File: src/hdl/generational_slot_map_macros.svh
// Assertion helpers for the slot map.
`ifndef GENERATIONAL_SLOT_MAP_MACROS_SVH
`define GENERATIONAL_SLOT_MAP_MACROS_SVH

// Same-cycle implication, checked outside reset.
`define GSM_ASSERT_NOW(label, ante, cons, msg) \
  label: assert property (@(posedge clk) disable iff (rst) (ante) |-> (cons)) else $error(msg);

// Next-cycle implication, checked outside reset.
`define GSM_ASSERT_NEXT(label, ante, cons, msg) \
  label: assert property (@(posedge clk) disable iff (rst) (ante) |=> (cons)) else $error(msg);

`endif

File: src/hdl/gsm_pkg.sv
package gsm_pkg;

  localparam int CAPACITY_DEF   = 256;
  localparam int DATA_WIDTH_DEF = 32;
  localparam int GEN_WIDTH_DEF  = 32;

  localparam int REQ_W   = 2;
  localparam int SLOT_W  = 8;
  localparam int KGEN_W  = 32;
  localparam int VALUE_W = 32;
  localparam int TDATA_W = 72;

  localparam logic [REQ_W-1:0] REQ_INSERT = 2'd0;
  localparam logic [REQ_W-1:0] REQ_REMOVE = 2'd1;
  localparam logic [REQ_W-1:0] REQ_LOOKUP = 2'd2;

  localparam logic [1:0] ST_OK      = 2'd0;
  localparam logic [1:0] ST_INVALID = 2'd1;
  localparam logic [1:0] ST_FULL    = 2'd2;

  typedef struct packed {
    logic capture;
    logic set_full;
    logic take_fresh;
    logic pop_rd;
    logic pop_take;
    logic ins_write;
    logic key_rd;
    logic dense_rd;
    logic set_invalid;
    logic rm_write;
    logic set_lookup;
    logic fix_write;
    logic out_load;
  } cmd_t;

  typedef struct packed {
    logic is_insert;
    logic is_remove;
    logic is_lookup;
    logic full;
    logic fresh;
    logic key_range_ok;
    logic key1_ok;
    logic owner_ok;
    logic moved;
  } flags_t;

endpackage

File: src/hdl/gsm_ctrl.sv
module gsm_ctrl (
  input  logic            clk,
  input  logic            rst,
  input  logic            s_tvalid,
  output logic            s_tready,
  output logic            m_tvalid,
  input  logic            m_tready,
  input  gsm_pkg::flags_t flags,
  output gsm_pkg::cmd_t   cmd
);

  localparam logic [2:0] S_IDLE   = 3'd0;
  localparam logic [2:0] S_DECODE = 3'd1;
  localparam logic [2:0] S_POP    = 3'd2;
  localparam logic [2:0] S_INS_WR = 3'd3;
  localparam logic [2:0] S_KEY1   = 3'd4;
  localparam logic [2:0] S_KEY2   = 3'd5;
  localparam logic [2:0] S_FIX    = 3'd6;
  localparam logic [2:0] S_DONE   = 3'd7;

  logic [2:0] state;
  logic [2:0] state_next;
  logic       m_tvalid_next;

  assign s_tready = (state == S_IDLE);

  always_comb begin
    state_next = state;
    cmd        = '0;
    unique case (state)
      S_IDLE: begin
        if (s_tvalid) begin
          cmd.capture = 1'b1;
          state_next  = S_DECODE;
        end
      end
      S_DECODE: begin
        if (flags.is_insert) begin
          if (flags.full) begin
            cmd.set_full = 1'b1;
            state_next   = S_DONE;
          end else if (flags.fresh) begin
            cmd.take_fresh = 1'b1;
            state_next     = S_INS_WR;
          end else begin
            cmd.pop_rd = 1'b1;
            state_next = S_POP;
          end
        end else if ((flags.is_remove || flags.is_lookup) && flags.key_range_ok) begin
          cmd.key_rd = 1'b1;
          state_next = S_KEY1;
        end else begin
          cmd.set_invalid = 1'b1;
          state_next      = S_DONE;
        end
      end
      S_POP: begin
        cmd.pop_take = 1'b1;
        state_next   = S_INS_WR;
      end
      S_INS_WR: begin
        cmd.ins_write = 1'b1;
        state_next    = S_DONE;
      end
      S_KEY1: begin
        if (flags.key1_ok) begin
          cmd.dense_rd = 1'b1;
          state_next   = S_KEY2;
        end else begin
          cmd.set_invalid = 1'b1;
          state_next      = S_DONE;
        end
      end
      S_KEY2: begin
        if (!flags.owner_ok) begin
          cmd.set_invalid = 1'b1;
          state_next      = S_DONE;
        end else if (flags.is_lookup) begin
          cmd.set_lookup = 1'b1;
          state_next     = S_DONE;
        end else begin
          cmd.rm_write = 1'b1;
          state_next   = flags.moved ? S_FIX : S_DONE;
        end
      end
      S_FIX: begin
        cmd.fix_write = 1'b1;
        state_next    = S_DONE;
      end
      S_DONE: begin
        if (!m_tvalid || m_tready) begin
          cmd.out_load = 1'b1;
          state_next   = S_IDLE;
        end
      end
      default: begin
        state_next = S_IDLE;
      end
    endcase
  end

  always_comb begin
    m_tvalid_next = m_tvalid;
    priority if (cmd.out_load) begin
      m_tvalid_next = 1'b1;
    end else if (m_tready) begin
      m_tvalid_next = 1'b0;
    end else begin
      m_tvalid_next = m_tvalid;
    end
  end

  always_ff @(posedge clk) begin
    if (rst) begin
      state    <= S_IDLE;
      m_tvalid <= 1'b0;
    end else begin
      state    <= state_next;
      m_tvalid <= m_tvalid_next;
    end
  end

endmodule

File: config.mk
export PLATFORM = sky130hd
export DESIGN_NAME = gsm_ctrl
export DESIGN_NICKNAME = d
export VERILOG_FILES = /design/src/hdl/generational_slot_map_macros.svh /design/src/hdl/gsm_pkg.sv /design/src/hdl/gsm_ctrl.sv
export SDC_FILE = /design/constraint.sdc
export NUM_CORES = 1
export LEC_CHECK = 0
export BUFFER_PORTS_ARGS = -buffer_cell sky130_fd_sc_hd__buf_2
export CAP_MARGIN = 20
export CORE_AREA = 4 4 41 43
export CTS_CLUSTER_SIZE = 14
export DETAILED_ROUTE_END_ITERATION = 10
export DIE_AREA = 0 0 45 47
export HOLD_SLACK_MARGIN = 0.02
export PLACE_DENSITY = 0.67
export SLEW_MARGIN = 10
export SYNTH_ARGS = -nofsm -noshare
export SYNTH_HDL_FRONTEND = slang
export SYNTH_SLANG_ARGS = --single-unit
File: constraint.sdc
create_clock -name clk -period 1.6 [get_ports clk]
set_clock_uncertainty 0.15 [all_clocks]
set_input_delay 0.32 -clock clk [delete_from_list [all_inputs] [get_ports clk]]
set_output_delay 0.32 -clock clk [all_outputs]
set_load 0.02 [all_outputs]
# Yosys cells after proc, flatten, opt, wreduce, memory -nomap -nowiden
# Cells that the tools add are included.
# W data, S select, Z words.
[totals] word_cells=59 ff_bits=4
[classes] n_eq_ne=9 n_mux=40 n_reduce_logical=8
[ops] cell="$mux W1" count=26
[ops] cell="$mux W3" count=7
[ops] cell="$pmux W3 S7" count=1
[ops] cell="$eq A3 B3 Y1 const B" count=4
[ops] cell="$mux W2" count=5
[ops] cell="$eq A3 B2 Y1 const B" count=2
[ops] cell="$ne A2 B2 Y1 const B" count=2
[ops] cell="$eq A3 B1 Y1 const B" count=1
[ops] cell="$logic_not A3 Y1" count=1
[ops] cell="$pmux W1 S3" count=1
[ops] cell="$logic_or A1 B1 Y1" count=2
[ops] cell="$reduce_and A2 Y1" count=1
[ops] cell="$reduce_bool A2 Y1" count=1
[ops] cell="$reduce_or A2 Y1" count=1
[ops] cell="$logic_and A1 B1 Y1" count=1
[ops] cell="$logic_not A1 Y1" count=1

# Logic depth before layout (Yosys ltp)
# Gate-level depths: netlist (run 1).
[depth] ltp_word=5 depth_mapped=5 depth_no_buf=4

# Worst setup path after synthesis (run 1)
# No wires, ideal clock.
[synth_timing] kind="reg2out" start="register state[1]" end="output cmd[12] in the netlist's numbering" arrival_ps=1215 stages_incl_launch_ff=4 slack_ps=-85 path_cell_list="dfxtp_1 > buf_4 > nor3_2 > and2_1"
[synth_rtl] item="start: declaration" line_no="gsm_ctrl.sv:21" rtl="logic [2:0] state;"
[synth_rtl] item="start signal: assignment" line_no="gsm_ctrl.sv:118" rtl="state <= state_next;"
[synth_rtl] item="end: declaration" line_no="gsm_ctrl.sv:9" rtl="output gsm_pkg::cmd_t cmd"

==> results of run 1 <==
cell usage in the layout (no fill, tap or decap), drive strengths merged:
master  Yosys  routed
dfxtp       4       4
nor3b       5       5
nand2       5       5
a21oi       4       4
a221oi      1       1
and3        2       2
nand3       3       3
nor2        3       3
clkbuf      0       3
and3b       1       1
o21ai       3       3
nor3        2       2
nand2b      3       3
buf         4      40
nor2b       4       4
inv         1       1
and4        1       1
o21a        1       1
o211a       1       1
and2        2       2
worst min-delay path by stage:
| stage | end | slack (ns) | cells past startpoint |
|---|---|---|---|
| 2_1_floorplan | state[0] | 0.24 | 1 |
| 3_3_place_gp | m_tvalid | 0.35 | 2 |
| 3_5_place_dp | m_tvalid | 0.35 | 2 |
| 4_1_cts | state[0] | 0.12 | 2 |
| 5_1_grt | state[1] | 0.13 | 2 |
| 6_report | state[1] | 0.13 | 2 |
logic make-up after synthesis:
group | after synthesis | share of synthesized area
flops | 4 | 0.2133
simple gates | 31 | 0.5200
compound gates | 10 | 0.1900
buf+inv | 5 | 0.07665
through the flow:
step,hold slack [ns],area [um^2],setup TNS (ns),instances
6_report,0.1323,734.5,-0.3888,104
5_1_grt,0.1268,734.5,-1.331,104
4_1_cts,0.1227,660.6,-0.5453,102
3_5_place_dp,0.3545,568.0,0,95
3_3_place_gp,0.3484,568.0,0,95
2_1_floorplan,0.2362,386.6,-0.01046,50
registers in the layout, summed over array words and instances (netlist names):
signal,flops
m_tvalid,1
state,3
where the power goes:
part	leakage (nW)	switching (mW)	total, mW	internal (mW)
clock	0.0138	0.0507	0.135	0.0845
sequential	0.0345	0.0261	0.147	0.121
combinational	0.321	0.178	0.386	0.209
metal layers:
layer | vias up | track usage | part of all wire
met5 | - | 0 | 0
met4 | 0 | 0.08772 | 0.022
met3 | 3 | 0.03831 | 0.099
met2 | 23 | 0.2006 | 0.50
met1 | 224 | 0.1409 | 0.38
li1 | 255 | - | -
timing repair:
action / CTS / global route
setup buffers: 4 / 2
setup endpoints to repair: 14 / 14
resized for setup: 15 / 17
pin swaps: 3 / 5
worst register-to-register path: cells and delay by family (launching register included):
kind                   cells  cell delay, ns
AO/OA/AOI/OAI              3            0.50
flip-flops                 1            0.36
AND/OR/NAND/NOR            1            0.24
buffers and inverters      1            0.15
cell type report:
type	instances	area, um^2
tap	15	18.77
inverter	1	3.754
clock buffer	3	22.52
multi-input combinational	41	304.0
timing repair buffer	40	296.5
fill	132	566.8
sequential	4	88.84
==> results.md, run 1 <==
- The flow ran to the end, but the final reports show violations.
- The final reports fail on negative setup slack.
- The largest delay contributor family on the critical path is simple AND/OR/NAND/NOR gates.
- In this run the number of H-tree levels came out at 1.
- The via count is 505.
- After synthesis, the netlist uses 24 different library cells.
- Before antenna repair, the detailed router went through 4 iterations.
- For this run, the total global-route usage over all layers was measured as 0.1248.
- The sum of routed wire length over all layers is 1224 um.
- The number of antenna violations at the first check in global routing is 0.
- The die area is 2115 um^2.
- The critical path endpoint is cmd[12].
- The net count after synthesis is 63.
- The congestion estimate from routability-driven global placement came to 0.7596.
- Yosys attributes the largest share of cell area to sky130_fd_sc_hd__dfxtp_1 21%, sky130_fd_sc_hd__nor3b_1 8.0%, sky130_fd_sc_hd__nor2b_1 6.7%.
- The post-route antenna net violation count is 0.
- At the end of the flow the core is filled with cells to 0.5644.
- The synthesized design contains 4 register bits.
- The number of core rows is 13.
- The CTS root buffer is sky130_fd_sc_hd__clkbuf_4.
- The clock-pin transition on the worst setup and hold timing paths is 0.04 ns.
- Of the cells placed in the final design, the portion with a size suffix greater than 1 is 0.6404.
- The cell type contributing the most total cell area after synthesis is sky130_fd_sc_hd__dfxtp_1.
- During synthesis, Yosys emitted a total of 0 warnings.
- The hold violation count in the final report is 0.
- Summed over all cells, the static leakage comes to 0.3689 nW.
- The terminus of the critical flop-to-flop path is state[0].
- For this design the top-level I/O count stands at 28.
- In this run the number of cells on the critical path is 4.
- The largest net degree at the start of global routing is 9.
- The first global-routing pass estimated 1828 um of wire.
- Dividing the detail-routed wire length by the instance count gives 11.77 um.
- The smallest clock period supported by the final layout is computed as 1.691 ns.
- Counting both buffers and inverters, the worst setup path holds a total of 2.
- Across the run, the number of max-cap violations was 0.
- The HPWL after detailed placement is 826 um.
- The growth of design area from synthesis to finish is 95.67%.
- The synthesized area is 375.4 um^2.
- The number of cells on the worst reg-to-reg path is 5.
- The share of synthesized registers carrying an async set or reset is 0.
- In this run the most critical hold path is launched from rst.
- The number of design-rule violations left by the first detailed-router iteration is 7.
- Synthesis produced a netlist whose cell count is 50.
- Measured along the y axis, the die boundary spans 47 um.
- IR analysis of the VDD net gives a maximum drop of 0.5045 mV.
- Of the available clock period, the critical path in the final layout requires 1.057.
- The max-slew headroom at the worst pin is 0.8675.
- The most common cell in the netlist is sky130_fd_sc_hd__nand2_1.
- The path class of the lowest-slack min-delay path is input port to flop.
- The maximum fanout encountered on the critical timing path is 4.
- The largest single stage delay on the critical path is 0.33 ns.
- After synthesis, the mean cell area works out to 7.507 um^2.
- The area of the core region is 1301 um^2.
- Setup violations remaining at the end of the flow were counted as 10.
- The total overflow left after global routing is 0.
- The sequential-to-total area share from yosys stat is 0.2133.
- The type of destination of the critical path is an output pin.
- The number of global-route vias before repair came to 450.
- The number of diodes is 0.
- The signal on the critical path passes through buf_4 > nor3_4 > and2_4 > buf_6.
- At the end of the flow, the number of nets in the layout was 104.
- For this run, the leading register cell type out of synthesis is sky130_fd_sc_hd__dfxtp_1.
- The startpoint of the worst setup timing path is state[0].
- After clock tree synthesis, the flow added hold-fix buffers numbering 0.
- The slowest cell on the critical path is sky130_fd_sc_hd__dfxtp_2.
- The max-slew violation count is 0.
- In the routed design, unresolved DRC markers number 0.
- Static timing analysis puts the maximum clock frequency at 591.2 MHz.
- The final critical-path setup slack is -0.09143 ns.
- The launching point of the worst reg2reg path is state[2].
- Input and output buffers added on the ports amount to 27.
- The clock passes through at most 2 buffers.
- The start-to-end type of the worst setup path is flop to output pin.
- Ranked by instance count, the synthesized netlist is headed by 5 x sky130_fd_sc_hd__nand2_1, 4 x sky130_fd_sc_hd__a21oi_1, 4 x sky130_fd_sc_hd__dfxtp_1, 4 x sky130_fd_sc_hd__nor2b_1, 4 x sky130_fd_sc_hd__nor3b_1.
- At the pin with the least slew margin, the transition time is 0.1985 ns.
- Counting flops with a built-in enable in the synthesized netlist gives 0.
- The later pin in the worst-skew pair is clocked with a latency of 0.25 ns.
- Setup repair after global routing could not meet its margin everywhere.
- The setup slack at placement is 0.02962 ns.
- The data arrival at the endpoint of the critical path is 1.22 ns.
- STA classifies the critical path startpoint as a flop.
- Dividing total power by cell area gives a power density of 910.7 nW/um^2.
- The detailed-route vias per instance is 4.856.
- The die span in x is 45 um.
- The worst-case register-to-register setup slack is 0.11 ns.
- Of the post-synthesis cell area, the dominant cell type holds 0.2133.
- The clock tree from TritonCTS is yes.
- Overall power consumption after layout is estimated at 668.9 uW.
- Buffers inserted during clock tree synthesis total 3.
- The clock net in this run drives a total of 4 sinks.
- For this configuration, the core starts out at a cell density of 0.2885.
- The data required time at the worst endpoint is 1.13 ns.
No activity file was read; power rests on OpenSTA's default activity.
==> run 2, diff against run 1 <==
--- a/config.mk
+++ b/config.mk
@@ -13,6 +13,7 @@
 export DIE_AREA = 0 0 45 47
 export HOLD_SLACK_MARGIN = 0.02
 export PLACE_DENSITY = 0.67
+export SKIP_LAST_GASP = 1
 export SLEW_MARGIN = 10
 export SYNTH_ARGS = -nofsm -noshare
 export SYNTH_HDL_FRONTEND = slang
==> results.md, run 2 (synthesized netlist as in run 1, its figures left out) <==
- The worst setup path is launched from a flop.
- The max-slew headroom at the worst pin is 0.8668.
- The clock-pin transition on the worst setup and hold timing paths is 0.04 ns.
- The signal on the critical path passes through buf_4 > nor3_4 > and2_4 > buf_6.
- The worst hold path terminates at state[1].
- The number of max-capacitance violations reported is 0.
- The number of nets at the end of the flow is 104.
- The global-route usage over all layers is 0.1248.
- Grouping stages by cell kind, the critical path spends the most delay in simple AND/OR/NAND/NOR gates.
- The largest registers in the layout are state (3), m_tvalid (1).
- The first-pass iteration count of the detailed router is 4.
- The slowest cell on the critical path is sky130_fd_sc_hd__dfxtp_2.
- The post-route cell area is 723.2 um^2.
- The number of sinks driven by the clock tree is 4.
- The flow ran to the end, but the final reports show violations.
- The utilization after layout is 0.5558.
- Setup repair after global routing could not meet its margin everywhere.
- The number of H-tree levels is 1.
- 28 I/O pins were placed.
- The terminus of the critical flop-to-flop path is state[0].
- The global-route wire length before repair is 1828 um.
- The wire-length estimate of the detail-placed layout is 826 um.
- Counting I/O delays and the setup requirement, the final critical path takes 1.689 ns.
- The top cell types in the final layout, fill and taps aside, are 19 x sky130_fd_sc_hd__buf_4, 15 x sky130_fd_sc_hd__buf_2, 6 x sky130_fd_sc_hd__buf_6.
- The max-slew violation count was 0.
- The hold violation count in the final report is 0.
- Timing would allow up to 591.9 MHz.
- The final instance count without filler cells is 104.
- The total clock buffers created by CTS is 3.
- The start-to-end type of the worst setup path is flop to output pin.
- The worst register-to-register path begins at state[2].
- The growth of design area from synthesis to finish is 92.67%.
- The number of cells after detailed placement is 95.
- The detailed-route vias per instance is 4.827.
- In this run the most critical hold path is launched from rst.
- The count of input and output buffers is 27.
- The leading cell type in the layout, fill and taps excluded is sky130_fd_sc_hd__buf_4.
- The post-route antenna net violation count is 0.
- Entering global routing, the biggest net connects 9 pins.
- The via count is 502.
- Counting along the longest clock path gives a buffer depth of 2.
- The total of endpoints with negative setup slack in the final report is 9.
- The final reports fail on negative setup slack.
- The maximum fanout encountered on the critical timing path is 4.
- The die covers 2115 um^2.
- After layout, the worst setup slack is -0.08934 ns.
- The final clock period utilization by the worst path is 1.056.
- 0 antenna diodes ended up in the layout.
- The die span in x is 45 um.
- The count of buffer and inverter cells on the critical path is 2.
- For this run the aggregate overflow at the end of global routing stands at 0.
- The number of antenna violations at the first check in global routing came to 0.
- The final weighted congestion in routability-driven placement is 0.7596.
- The sum of routed wire length over all layers is 1217 um.
- The tree is rooted in a sky130_fd_sc_hd__clkbuf_4.
- For the worst setup path, the data arrival time is 1.22 ns.
- The die is 47 um tall.
- The number of design-rule violations left by the first detailed-router iteration is 8.
- The worst-case register-to-register setup slack is 0.08 ns.
- At the pin with the least slew margin, the transition time is 0.1996 ns.
- The fraction of final layout cells sized beyond drive strength 1 is 0.6404.
- Data on the critical path is required at its endpoint by 1.13 ns.
- The register with the highest flop count is state.
- The path class of the lowest-slack min-delay path is input port to flop.
- The reported leakage power is 0.3665 nW.
- TritonCTS built the clock tree.
- The number of global-route vias before repair is 450.
- The placed standard-cell area is 568.0 um^2.
- Measured in cells, the most critical reg-to-reg path has a length of 5.
- Counting instances, the worst hold path has a depth of 2.
- Across the VDD grid, the largest voltage drop is 0.5045 mV.
- Timing analysis after detailed placement gives a worst setup slack of 0.02962 ns.
- Dividing the detail-routed wire length by the instance count gives 11.70 um.
- The type of destination of the critical path is an output pin.
- The detailed-route DRC error count is 0.
- The area of the core region is 1301 um^2.
- The delay of the slowest cell on the worst path is 0.33 ns.
- The initial core utilization is 0.2885.
- The floorplan has 13 rows.
- The clock insertion delay at the later pin of the skew report is 0.25 ns.
- The power per standard cell area is 916.6 nW/um^2.
- The logic depth of the worst path, buffers included is 4.
- The number of flip-flops in the largest register is 3.
[run 2: cell types whose count changed in the layout (fill, tap and decap cells not counted)]
| cell | change |
|---|---|
| sky130_fd_sc_hd__buf_4 | +3 |
| sky130_fd_sc_hd__buf_6 | -3 |
[run 2: worst register-to-register path: stages, from the launching register on]
cell                       delay [ns]
sky130_fd_sc_hd__dfxtp_4         0.36
sky130_fd_sc_hd__nor3b_4         0.24
sky130_fd_sc_hd__buf_4           0.15
sky130_fd_sc_hd__o21ai_2         0.05
sky130_fd_sc_hd__o211a_1         0.23
sky130_fd_sc_hd__a221oi_2        0.24
[run 2: worst max-delay path by stage]
stage | from | end
finish | state[0] | cmd[12]
CTS | state[2] | cmd[6]
global placement | state[2] | cmd[3]
global route | state[2] | cmd[6]
floorplan | state[0] | cmd[4]
detailed placement | flags[8] | cmd[9]
[run 2: routing by layer]
layer,share of wire,routed length (um),GRT usage,vias up
met5,0,0,0,-
met3,0.10,122,0.03831,3
met2,0.50,607,0.2006,23
met1,0.38,458,0.1409,221
li1,-,-,-,255
met4,0.022,27,0.08772,0
[run 2: per-stage QoR]
step	total power, mW	setup TNS, ns	hold slack [ns]
detailed placement	0.4309	0	0.3545
global route	0.7139	-1.431	0.1268
global placement	0.4292	0	0.3484
finish	0.6629	-0.4276	0.1339
floorplan	0.3379	-0.01046	0.2362
CTS	0.6161	-0.5453	0.1227
[run 2: final cells by class]
cell class | count | area [um^2]
Multi-Input combinational cell | 41 | 304.0
Sequential cell | 4 | 88.84
Fill cell | 132 | 578.1
Timing Repair Buffer | 40 | 285.3
Inverter | 1 | 3.754
Tap cell | 15 | 18.77
Clock buffer | 3 | 22.52
[run 2: timing repair]
item / CTS / global route
endpoints found under the setup margin: 14 / 14
pin swaps: 3 / 3
gates resized for setup: 15 / 14
setup buffers: 4 / 2
hold buffers: 0 / 0
[run 2: where the power goes]
group | switching (mW) | internal (mW) | total [mW]
clock network | 0.0497 | 0.0845 | 0.134
logic | 0.176 | 0.205 | 0.381
registers | 0.0262 | 0.121 | 0.147
==> run 3, diff against run 2 <==
--- a/config.mk
+++ b/config.mk
@@ -13,6 +13,7 @@
 export DIE_AREA = 0 0 45 47
 export HOLD_SLACK_MARGIN = 0.02
 export PLACE_DENSITY = 0.67
+export SETUP_SLACK_MARGIN = 0.1
 export SKIP_LAST_GASP = 1
 export SLEW_MARGIN = 10
 export SYNTH_ARGS = -nofsm -noshare
==> results.md, run 3 (synthesized netlist as in run 1, its figures left out) <==
- The die area is 2115 um^2.
- Once placement finished, the instance area stood at 594.3 um^2.
- The transition at the pin with the smallest max-transition slack is 0.2111 ns.
- The count of input and output buffers is 27.
- During I/O placement, the number of pins put on the boundary was 28.
- In this run the worst path has a maximum fanout of 5.
- The final clock period utilization by the worst path is 1.074.
- Setup violations remaining at the end of the flow were counted as 12.
- The number of max-capacitance violations reported is 0.
- The start-to-end type of the worst setup path is flop to output pin.
- The run finished, with violations left.
- IR analysis of the VDD net gives a maximum drop of 0.7485 mV.
- The final weighted congestion in routability-driven placement is 0.7282.
- Power spread over the standard cell area amounts to 879.6 nW/um^2.
- In this run, the number of DRC markers left after iteration 0 of detailed routing was 5.
- The path class of the lowest-slack min-delay path is input port to flop.
- The library cells used most frequently in the layout, excluding fill and tap cells, are 17 x sky130_fd_sc_hd__buf_4, 14 x sky130_fd_sc_hd__buf_2, 12 x sky130_fd_sc_hd__buf_6.
- The number of cells after detailed placement is 96.
- The root buffer cell chosen for the clock tree is sky130_fd_sc_hd__clkbuf_4.
- Dividing the detail-routed wire length by the instance count gives 13.18 um.
- The die height is 47 um.
- The number of stages on the worst hold path is 2.
- The number of antenna violations at the first check in global routing is 0.
- The floorplan has 13 rows.
- The initial utilization of the core area, before any placement, comes to 0.2885.
- The filler cell count is 117.
- The detailed-route vias per instance is 4.944.
- The fraction of final layout cells sized beyond drive strength 1 is 0.7204.
- After clock tree synthesis, the clock-pin slew on the worst setup and hold paths is 0.04 ns.
- The post-route antenna net violation count is 0.
- The register with the highest flop count is state.
- Leaving out fill and tap cells, the most frequent cell in the layout is sky130_fd_sc_hd__buf_4.
- The HPWL after detailed placement is 909.4 um.
- The final instance count without filler cells is 108.
- The element type at the critical path start is a flop.
- The first-pass iteration count of the detailed router is 3.
- The number of global-route vias before repair is 484.
- The number of diodes is 0.
- The die is 45 um wide.
- After clock tree synthesis, the flow added hold-fix buffers numbering 0.
- Entering global routing, the biggest net connects 9 pins.
- The growth of design area from synthesis to finish is 123.7%.
- The finished cells cover 839.6 um^2.
- The longest clock path from root to sink contains 2 buffers.
- The max-slew violation count was 0.
- In this run the standard cell core region covers 1301 um^2.
- The worst setup path is captured at an output pin.
- For this run, design rule violations remaining after detail routing come to 0.
- The reported leakage power is 0.4064 nW.
- The total congestion overflow is 0.
- The worst pin sits at a relative slew slack of 0.8583.
- The sum of routed wire length over all layers is 1423 um.
- Clock tree synthesis inserted a total of 3 buffers.
- The total power is 738.5 uW.
- The via count is 534.
- The final critical-path setup slack is -0.1183 ns.
- Measured in cells, the most critical reg-to-reg path has a length of 5.
- At the worst endpoint, the required time is 1.13 ns.
- CTS built an H-tree with a depth of 1.
- The hold violation count in the final report is 0.
- At the end of the flow the core is filled with cells to 0.6452.
- Data arrives at the worst endpoint at 1.25 ns.
- The number of sinks driven by the clock tree is 4.
- Setup repair after global routing could not meet its margin everywhere.
- Subtracting the final worst setup slack from the clock period gives 1.718 ns.
- After the last flow step, the layout net total stands at 108.
- The largest registers in the layout are state (3), m_tvalid (1).
- The number of flip-flops in the largest register is 3.
- TritonCTS built the clock tree.
- The final reports fail on negative setup slack.
- The clock insertion delay at the later pin of the skew report is 0.23 ns.
- The global-route wire length before repair is 1904 um.
- For this run, the top clock speed supported by timing is 582.0 MHz.
- In the global route stage, overall resource usage came out at 0.1224.
==> run 3: changes by cell type in the layout (fill, tap and decap cells not counted), sizes merged <==
cell  before  now
buf       40   44
==> run 3: final cells by class <==
type,count,area [um^2],share of cell area
Timing Repair Buffer,44,352.8,0.4203
Multi-Input combinational cell,41,350.3,0.4173
Clock buffer,3,22.52,0.02683
Tap cell,15,18.77,0.02235
Inverter,1,3.754,0.004471
Sequential cell,4,91.34,0.1088
==> run 3: path summary, 6_finish.rpt <==
kind	end	slack, ns	from
worst max register to register	state[0]	0.06	state[1]
worst max-delay path	cmd[12]	-0.12	state[1]
worst min-delay path	state[1]	0.16	rst
worst min register to register	m_tvalid	0.38	m_tvalid
==> run 3: power by group <==
group          total (mW)  switching (mW)  internal [mW]
Clock               0.123          0.0390         0.0837
Sequential          0.152          0.0297          0.122
Combinational       0.464           0.209          0.255
Total               0.739           0.277          0.461
==> run 3: per-stage QoR <==
stage	hold slack, ns	worst slack (ns)	TNS (ns)
3_3_place_gp	0.3594	0.03513	0
2_1_floorplan	0.2362	0.02531	0
6_report	0.1613	-0.1183	-0.5783
4_1_cts	0.1543	-0.09038	-0.3845
5_1_grt	0.1614	-0.1756	-1.341
3_5_place_dp	0.3608	0.02478	0
==> run 3: per-layer routing <==
layer  track usage  routed length [um]  vias up
li1              -                   -      262
met1        0.1318                 497      251
met2        0.2288                 831       21
met3       0.06130                  94        0
met4             0                   0        0
met5             0                   0        -
==> run 3: worst max-delay path, cell delays in order (launching register included) <==
cell and delay [ns]:
sky130_fd_sc_hd__dfxtp_4 0.36, sky130_fd_sc_hd__buf_12 0.14, sky130_fd_sc_hd__nor3_4 0.23, sky130_fd_sc_hd__and2_4 0.18
sky130_fd_sc_hd__buf_6 0.11
==> run 3: what timing repair did <==
action	in CTS	in global routing
pin swaps	4	13
buffers inserted	4	5
endpoints found under the setup margin	15	16
resized for setup	23	20
